**config.mk**
```make
export PLATFORM = sky130hd
export DESIGN_NAME = dahdr_envelope_generator
export DESIGN_NICKNAME = d
export VERILOG_FILES = /design/src/hdl/dahdr_pkg.sv /design/src/hdl/dahdr_cfg.sv /design/src/hdl/dahdr_step.sv /design/src/hdl/dahdr_envelope_generator.sv
export SDC_FILE = /design/constraint.sdc
export NUM_CORES = 2
export LEC_CHECK = 0
export BUFFER_PORTS_ARGS = -buffer_cell sky130_fd_sc_hd__buf_2
export CORE_MARGIN = 1
export CORE_UTILIZATION = 30
export CTS_BUF_LIST = sky130_fd_sc_hd__clkbuf_16
export CTS_CLUSTER_DIAMETER = 200
export DETAILED_ROUTE_END_ITERATION = 8
export GPL_ROUTABILITY_DRIVEN = 0
export SLEW_MARGIN = 20
export SYNTH_ARGS = -nofsm -noshare
export SYNTH_HDL_FRONTEND = slang
export SYNTH_SLANG_ARGS = --single-unit
```
**constraint.sdc**
```tcl
create_clock -name clk -period 36 [get_ports clk]
set_input_delay 5.4 -clock clk [delete_from_list [all_inputs] [get_ports clk]]
set_output_delay 5.4 -clock clk [all_outputs]
set_load 0.02 [all_outputs]
```
**src/hdl/dahdr_pkg.sv**
```systemverilog
`default_nettype none

package dahdr_pkg;

  localparam int TIME_BITS       = 24;
  localparam int LEVEL_FRAC_BITS = 16;
  localparam int LEVEL_W         = LEVEL_FRAC_BITS + 1;
  localparam int PROD_W          = 2 * LEVEL_W;
  localparam int PHASE_W         = 3;
  localparam int CFG_IDX_W       = 3;
  localparam int CFG_DATA_W      = (TIME_BITS > LEVEL_W) ? TIME_BITS : LEVEL_W;
  localparam int IN_TDATA_W      = 8;
  localparam int OUT_TDATA_W     = ((LEVEL_W + PHASE_W + 7) / 8) * 8;

  localparam int ONE_INT    = 1 << LEVEL_FRAC_BITS;
  localparam int TARGET_INT = (ONE_INT * 13 + 5) / 10;

  localparam logic [LEVEL_W-1:0] ONE_LEVEL     = LEVEL_W'(ONE_INT);
  localparam logic [LEVEL_W-1:0] TARGET_ATTACK = LEVEL_W'(TARGET_INT);
  localparam logic [PROD_W-1:0]  ROUND_HALF    = PROD_W'(ONE_INT / 2);

  typedef enum logic [PHASE_W-1:0] {
    PH_IDLE    = 3'd0,
    PH_DELAY   = 3'd1,
    PH_ATTACK  = 3'd2,
    PH_HOLD    = 3'd3,
    PH_DECAY   = 3'd4,
    PH_RELEASE = 3'd5
  } phase_t;

  typedef enum logic [CFG_IDX_W-1:0] {
    CFG_DELAY_TICKS     = 3'd0,
    CFG_ATTACK_COEF     = 3'd1,
    CFG_HOLD_TICKS      = 3'd2,
    CFG_DECAY_COEF      = 3'd3,
    CFG_SUSTAIN_LEVEL   = 3'd4,
    CFG_RELEASE_COEF    = 3'd5,
    CFG_RETRIGGER_TICKS = 3'd6
  } cfg_idx_t;

  typedef struct packed {
    logic [TIME_BITS-1:0] delay_ticks;
    logic [LEVEL_W-1:0]   attack_coef;
    logic [TIME_BITS-1:0] hold_ticks;
    logic [LEVEL_W-1:0]   decay_coef;
    logic [LEVEL_W-1:0]   sustain_level;
    logic [LEVEL_W-1:0]   release_coef;
    logic [TIME_BITS-1:0] retrigger_ticks;
  } env_cfg_t;

  typedef struct packed {
    phase_t               phase;
    logic [LEVEL_W-1:0]   level;
    logic [TIME_BITS-1:0] phase_timer;
    logic [TIME_BITS-1:0] key_timer;
    logic                 prev_gate;
  } env_state_t;

  localparam env_state_t STATE_RESET = '{
    phase:       PH_IDLE,
    level:       '0,
    phase_timer: '0,
    key_timer:   '0,
    prev_gate:   1'b0
  };

  localparam env_cfg_t CFG_RESET = '{
    delay_ticks:     '0,
    attack_coef:     ONE_LEVEL,
    hold_ticks:      '0,
    decay_coef:      ONE_LEVEL,
    sustain_level:   ONE_LEVEL,
    release_coef:    ONE_LEVEL,
    retrigger_ticks: '0
  };

endpackage

`default_nettype wire

```
**src/hdl/dahdr_cfg.sv**
```systemverilog
`default_nettype none

module dahdr_cfg import dahdr_pkg::*; (
  input  wire logic                  clk,
  input  wire logic                  rst,
  input  wire logic                  cfg_we,
  input  wire logic [CFG_IDX_W-1:0]  cfg_index,
  input  wire logic [CFG_DATA_W-1:0] cfg_data,
  output env_cfg_t                   cfg
);

  always_ff @(posedge clk) begin
    if (rst) begin
      cfg <= CFG_RESET;
    end else if (cfg_we) begin
      unique case (cfg_idx_t'(cfg_index))
        CFG_DELAY_TICKS:     cfg.delay_ticks     <= cfg_data[TIME_BITS-1:0];
        CFG_ATTACK_COEF:     cfg.attack_coef     <= cfg_data[LEVEL_W-1:0];
        CFG_HOLD_TICKS:      cfg.hold_ticks      <= cfg_data[TIME_BITS-1:0];
        CFG_DECAY_COEF:      cfg.decay_coef      <= cfg_data[LEVEL_W-1:0];
        CFG_SUSTAIN_LEVEL:   cfg.sustain_level   <= cfg_data[LEVEL_W-1:0];
        CFG_RELEASE_COEF:    cfg.release_coef    <= cfg_data[LEVEL_W-1:0];
        CFG_RETRIGGER_TICKS: cfg.retrigger_ticks <= cfg_data[TIME_BITS-1:0];
        default: ;  // unused index: drop the write
      endcase
    end
  end

endmodule

`default_nettype wire

```
**src/hdl/dahdr_step.sv**
```systemverilog
`default_nettype none

module dahdr_step import dahdr_pkg::*; (
  input  wire env_cfg_t   cfg,
  input  wire env_state_t st,
  input  wire logic       gate,
  output env_state_t      st_next
);

  phase_t               ph;
  logic [LEVEL_W-1:0]   lv;
  logic [TIME_BITS-1:0] pt;
  logic [TIME_BITS-1:0] kt;
  logic [LEVEL_W-1:0]   lv_clamp;
  logic [LEVEL_W-1:0]   sus;
  logic                 sus_above;
  logic [LEVEL_W-1:0]   mul_c;
  logic [LEVEL_W-1:0]   mul_d;
  logic [PROD_W-1:0]    prod;
  logic [LEVEL_W-1:0]   scaled;
  logic [LEVEL_W:0]     attack_sum;

  // one shared multiplier; operands chosen by the phase after retrigger
  assign prod   = (PROD_W'(mul_c) * PROD_W'(mul_d)) + ROUND_HALF;
  assign scaled = prod[LEVEL_FRAC_BITS +: LEVEL_W];

  always_comb begin
    ph = st.phase;
    lv = st.level;
    pt = st.phase_timer;
    kt = st.key_timer;

    if (gate && (!st.prev_gate ||
                 (cfg.retrigger_ticks != '0 && kt >= cfg.retrigger_ticks))) begin
      ph = PH_DELAY;
      pt = '0;
      kt = '0;
    end

    lv_clamp  = (lv > ONE_LEVEL) ? ONE_LEVEL : lv;
    sus       = (cfg.sustain_level > ONE_LEVEL) ? ONE_LEVEL : cfg.sustain_level;
    sus_above = (sus >= lv);

    case (ph)
      PH_ATTACK: begin
        mul_c = cfg.attack_coef;
        mul_d = TARGET_ATTACK - lv_clamp;
      end
      PH_DECAY: begin
        mul_c = cfg.decay_coef;
        mul_d = sus_above ? (sus - lv) : (lv - sus);
      end
      default: begin
        mul_c = cfg.release_coef;
        mul_d = lv;
      end
    endcase

    attack_sum = {1'b0, lv_clamp} + {1'b0, scaled};

    unique case (ph)
      PH_DELAY: begin
        if (pt >= cfg.delay_ticks) begin
          ph = PH_ATTACK;
          pt = '0;
        end
      end
      PH_ATTACK: begin
        if (cfg.attack_coef >= ONE_LEVEL || attack_sum >= {1'b0, ONE_LEVEL}) begin
          lv = ONE_LEVEL;
          ph = PH_HOLD;
          pt = '0;
        end else begin
          lv = attack_sum[LEVEL_W-1:0];
        end
      end
      PH_HOLD: begin
        if (pt >= cfg.hold_ticks) begin
          ph = PH_DECAY;
          pt = '0;
        end
      end
      PH_DECAY: begin
        // gate low still applies this tick's decay step
        if (!gate) begin
          ph = PH_RELEASE;
          pt = '0;
        end
        if (cfg.decay_coef >= ONE_LEVEL) begin
          lv = sus;
        end else if (sus_above) begin
          lv = lv + scaled;
        end else begin
          lv = lv - scaled;
        end
      end
      PH_RELEASE: begin
        if (cfg.release_coef >= ONE_LEVEL) begin
          lv = '0;
          ph = PH_IDLE;
          pt = '0;
        end else begin
          lv = lv - scaled;
        end
      end
      default: begin
        ph = PH_IDLE;
      end
    endcase

    st_next.phase       = ph;
    st_next.level       = lv;
    st_next.phase_timer = (pt == '1) ? pt : pt + 1'b1;
    st_next.key_timer   = (kt == '1) ? kt : kt + 1'b1;
    st_next.prev_gate   = gate;
  end

endmodule

`default_nettype wire

```
**src/hdl/dahdr_envelope_generator.sv**
```systemverilog
// DAHDR envelope generator.
// Input stream (s_*): one item per sample tick, s_tdata[0] is the key gate.
// Output stream (m_*): one item per input item, carrying the envelope level
// (Q1.16, 65536 = 1.0) in m_tdata[16:0] and the phase code in m_tdata[19:17]
// (0 idle, 1 delay, 2 attack, 3 hold, 4 decay, 5 release), both as they stand
// after that tick's update.
// Configuration: cfg_we writes cfg_data into register cfg_index (0 delay
// ticks, 1 attack coef, 2 hold ticks, 3 decay coef, 4 sustain level,
// 5 release coef, 6 retrigger ticks). Write only while no item is in flight.
// An accepted item is first captured in the input register, and its result
// is then written into the state register, which drives m_*.
// Throughput: one item per clock while the receiver takes results. The whole
// envelope step (one 17x17 multiply, add and compare) runs between the input
// register and the state register, which doubles as the result register.
// Reset (rst, synchronous) clears the envelope to idle at level zero and
// loads the register defaults. When the receiver stalls, the result holds,
// one more item is taken into the input register, and then s_tready drops.
`default_nettype none

module dahdr_envelope_generator import dahdr_pkg::*; (
  input  wire logic                   clk,
  input  wire logic                   rst,
  input  wire logic                   s_tvalid,
  output logic                        s_tready,
  input  wire logic [IN_TDATA_W-1:0]  s_tdata,   // [0] gate
  output logic                        m_tvalid,
  input  wire logic                   m_tready,
  output logic [OUT_TDATA_W-1:0]      m_tdata,   // [16:0] level, [19:17] phase
  input  wire logic                   cfg_we,
  input  wire logic [CFG_IDX_W-1:0]   cfg_index,
  input  wire logic [CFG_DATA_W-1:0]  cfg_data
);

  env_cfg_t   cfg;
  env_state_t state;
  env_state_t state_next;
  logic       in_valid;
  logic       in_gate;
  logic       step_go;

  dahdr_cfg u_cfg (
    .clk       (clk),
    .rst       (rst),
    .cfg_we    (cfg_we),
    .cfg_index (cfg_index),
    .cfg_data  (cfg_data),
    .cfg       (cfg)
  );

  dahdr_step u_step (
    .cfg     (cfg),
    .st      (state),
    .gate    (in_gate),
    .st_next (state_next)
  );

  assign step_go  = in_valid && (!m_tvalid || m_tready);
  assign s_tready = !in_valid || step_go;

  always_ff @(posedge clk) begin
    if (rst) begin
      in_valid <= 1'b0;
      m_tvalid <= 1'b0;
      state    <= STATE_RESET;
    end else begin
      if (s_tready) begin
        in_valid <= s_tvalid;
      end
      if (step_go) begin
        state    <= state_next;
        m_tvalid <= 1'b1;
      end else if (m_tready) begin
        m_tvalid <= 1'b0;
      end
    end
  end

  always_ff @(posedge clk) begin
    if (s_tvalid && s_tready) begin
      in_gate <= s_tdata[0];
    end
  end

  assign m_tdata = {{(OUT_TDATA_W - LEVEL_W - PHASE_W){1'b0}},
                    PHASE_W'(state.phase), state.level};

  a_level_range: assert property (@(posedge clk) disable iff (rst)
    state.level <= ONE_LEVEL)
    else $error("envelope level above full scale");

  a_hold_full: assert property (@(posedge clk) disable iff (rst)
    state.phase == PH_HOLD |-> state.level == ONE_LEVEL)
    else $error("hold phase without full level");

  a_idle_zero: assert property (@(posedge clk) disable iff (rst)
    state.phase == PH_IDLE |-> state.level == '0)
    else $error("idle phase with nonzero level");

  a_input_hold: assert property (@(posedge clk) disable iff (rst)
    in_valid && !step_go |=> in_valid && $stable(in_gate))
    else $error("buffered item lost while stalled");

endmodule

`default_nettype wire

```
==> qor.tcl <==
set qor(status) {complete, no violations}
set qor(synth_async_sr_flop_share_pct) 0
set qor(die-height_microns) 291
set qor(hold_path_end) {u_cfg.cfg[102]$_SDFFE_PP0P_}
set qor(clkSlewWorstSetupHoldPaths_ns) 0.06
set qor(crit_type) {reg -> reg}
set qor(reg2reg_to) {state[48]$_SDFFE_PP0P_}
set qor(fin_hold_ws_ns) 0.454
set qor(wire_length_of_the_first_global_routing_pass_microns) 122000
set qor(fill_cells) 8799
set qor(power.density_mw_per_mm2) 23.3
set qor(critical_path.max_fanout) 27
set qor(clockRootBuffer) {sky130_fd_sc_hd__clkbuf_16}
set qor(drt-initial-drc-count) 1618
set qor(track_usage_pct) 17.9
set qor(timing.reg2reg.setup_slack_ns) 17.85
set qor(drv_slew) 0
set qor(post_cts_resized) 0
set qor(rr_worst_depth) 67
set qor(tightestPinTransition_ns) 1.09
set qor(cp.buffers_inverters) 6
set qor(clock_buffer_count_from_cts) 25
set qor(floorplan.die_area_sq_mm) 0.0849
set qor(antenna_found_initial) 3
set qor(die_w_microns) 291
set qor(cts_htree_levels) 1
set qor(pin_count) 66
set qor(cp.required_ns) 36.46
set qor(fin_nets) 3771
set qor(clkSinkCount) 212
set qor(synth_seq_cells) 212
set qor(drt_drc_violations_left) 0
set qor(synth_enable_flop_cells) 1
set qor(layout_common_cells) {sky130_fd_sc_hd__nand2_1, sky130_fd_sc_hd__inv_1, sky130_fd_sc_hd__a21oi_1}
set qor(start_util_pct) 30.5
set qor(netlist_top_cells_area) {sky130_fd_sc_hd__fa_1, sky130_fd_sc_hd__dfxtp_1, sky130_fd_sc_hd__ha_1, sky130_fd_sc_hd__nand2_1, sky130_fd_sc_hd__inv_1}
set qor(cp.arrival_ns) 18.61
set qor(first_pass_iters) 6
set qor(syn-mean-instance-area_sq_um) 7.68
set qor(vias) 22157
set qor(dpl_cell_area_sq_mm) 0.0264
set qor(cp_slowest_cell) {sky130_fd_sc_hd__nand2_1}
set qor(post-cts-setup-buffers) 0
set qor(final_min_period_over_clock_period_pct) 50.4
set qor(worstSkewPairLatency_ns) 0.57
set qor(timing.hold.worst_path_depth) 2
set qor(yosys_most_used_dff) {sky130_fd_sc_hd__dfxtp_1}
set qor(synth_cell_types) 88
set qor(cpLargestDelayFamily) {simple AND/OR/NAND/NOR gates}
set qor(grt_setup_unrepaired) {no}
set qor(cts-root-to-sink-buffers) 3
set qor(netlist_instances) 3272
set qor(cts_tree) {done}
set qor(postRouteWirelength_microns) 75900
set qor(power.ir.vdd_worst_uv) 41.8
set qor(drt.antenna.violating_nets) 0
set qor(placementRows) 105
set qor(synth_top_area_share_pct) 18.2
set qor(timing.final.hold_violations) 0
set qor(timing.critical_path.slowest_cell_delay_ns) 0.66
set qor(setup_viol_count_final) 0
set qor(final_period_minus_worst_setup_slack_ns) 18.15
set qor(post_synth_instance_area_sq_mm) 0.0251
set qor(max-slew-margin-rel_pct) 26.9
set qor(fin_worst_skew_ns) 0.0266
set qor(worst_setup_path_start_kind) {flip-flop}
set qor(synth_seq_area_share_pct) 16.9
set qor(grt_start_max_net_pins) 100
set qor(leakage_nw) 12.1
set qor(dp.final_hpwl_microns) 57600
set qor(design_power_total_uw) 634
set qor(end_kind) {flip-flop}
set qor(worstHoldStart) {u_cfg.cfg[102]$_SDFFE_PP0P_}
set qor(vias_per_cell) 5.13
set qor(area.growth.synth_to_final_pct) 8.45
set qor(min_path_type) {reg -> reg}
set qor(overflow) 0
set qor(setup_tns_ns) 0
set qor(maxClockFrequency_ghz) 0.0551
set qor(synth_warnings) 0
set qor(drive_gt1_share_pct) 7.69
set qor(cell_type_with_the_highest_aggregate_area_in_the_netlist) {sky130_fd_sc_hd__fa_1}
set qor(routed_wire_length_per_instance_microns) 17.6
set qor(cap_violations) 0
set qor(core_area_sq_mm) 0.0825
set qor(crit-reg2reg-launch) {u_cfg.cfg[49]$_SDFFE_PP0P_}
set qor(post-route-cell-area_sq_mm) 0.0272
set qor(mostFrequentLayoutCell) {sky130_fd_sc_hd__nand2_1}
set qor(first_global_vias) 22012
set qor(place.port_buffers) 54
set qor(cts_hold_repair.buffers) 0
## cell type report
| cell class | count | area, sq um | share of cell area [%] |
|---|---|---|---|
| diodes | 1 | 2.50 | 0.00918 |
| flip-flops and latches | 212 | 4250 | 15.6 |
| multi-input cells | 2450 | 18500 | 67.9 |
| well taps | 1070 | 1340 | 4.91 |
| repair buffers | 103 | 644 | 2.36 |
| clock inverters | 21 | 224 | 0.822 |
| inverters | 441 | 1660 | 6.08 |
| clock buffers | 25 | 626 | 2.30 |
## kinds of logic (layout without fill, tap and decap cells)
family          after synthesis  in the layout  share of synthesized area, %
other cells                   1              5                        0.0149
mux                           8              8                         0.319
simple gates               1179           1179                          21.6
flops                       212            212                          16.9
fa+ha+maj                   498            498                          31.6
xor+xnor                     82             82                          2.91
compound gates              679            679                          17.0
buf+inv                     613            590                          9.61
## layer usage
layer	up-vias	part of all wire (%)	routed length [microns]	track usage, %
met5	-	0.050	38	0
met4	6	2.7	2030	4.84
met3	120	6.7	5080	2.70
met2	666	46	34800	29.6
met1	10707	45	33900	24.1
li1	10658	-	-	-
## worst max-delay path by stage
stage                                     from                endpoint  slack (ns)  depth (start not counted)
floorplan           u_cfg.cfg[44]$_SDFFE_PP0P_  state[48]$_SDFFE_PP0P_       20.88                         73
global placement    u_cfg.cfg[49]$_SDFFE_PP0P_  state[48]$_SDFFE_PP0P_       18.12                         67
detailed placement  u_cfg.cfg[49]$_SDFFE_PP0P_  state[48]$_SDFFE_PP0P_       18.08                         67
CTS                 u_cfg.cfg[49]$_SDFFE_PP0P_  state[48]$_SDFFE_PP0P_       18.03                         67
global route        u_cfg.cfg[50]$_SDFFE_PP0P_  state[48]$_SDFFE_PP0P_       16.67                         67
finish              u_cfg.cfg[49]$_SDFFE_PP0P_  state[48]$_SDFFE_PP0P_       17.85                         67
## through the flow
| stage | cells | util (%) | worst slack [ns] |
|---|---|---|---|
| floorplan | 3275 | - | 20.88 |
| global placement | 4276 | 32.0 | 18.12 |
| detailed placement | 4276 | 32.0 | 18.08 |
| CTS | 4322 | 33.0 | 18.03 |
| global route | 4322 | 33.0 | 16.67 |
| finish | 4323 | 33.0 | 17.85 |
## state kept, by name, summed over array words and instances (netlist names)
name / cells
m_tdata: 20
in_valid: 1
state: 49
m_tvalid: 1
u_cfg.cfg: 140
in_gate: 1
## worst register-to-register path: cells and delay by family, from the launching register on
kind	cells	cell delay, ns
buffers and inverters	6	0.48
adders and majority gates	10	4.46
and+or+nand+nor	23	6.58
muxes	1	0.30
DFF	1	0.32
AOI/OAI and AO/OA	26	5.72
xor gates and xnor gates	1	0.19
## report_power, final
part / leakage [nW] / total, mW / internal [mW] / switching [mW]
Clock: 0.434 / 0.270 / 0.156 / 0.113
Combinational: 9.92 / 0.121 / 0.0382 / 0.0829
Sequential: 1.72 / 0.243 / 0.239 / 0.00407
## cell usage after synthesis (58+ instances only)
master                       n
sky130_fd_sc_hd__a21o_1     60
sky130_fd_sc_hd__a21oi_1   293
sky130_fd_sc_hd__and2_1     59
sky130_fd_sc_hd__clkbuf_1  129
sky130_fd_sc_hd__dfxtp_1   211
sky130_fd_sc_hd__fa_1      228
sky130_fd_sc_hd__ha_1      270
sky130_fd_sc_hd__inv_1     441
sky130_fd_sc_hd__nand2_1   481
sky130_fd_sc_hd__nor2_1    278
sky130_fd_sc_hd__o21ai_0    97
sky130_fd_sc_hd__or2_2      73
sky130_fd_sc_hd__xnor2_1    58
No activity file was read; power rests on OpenSTA's default activity.
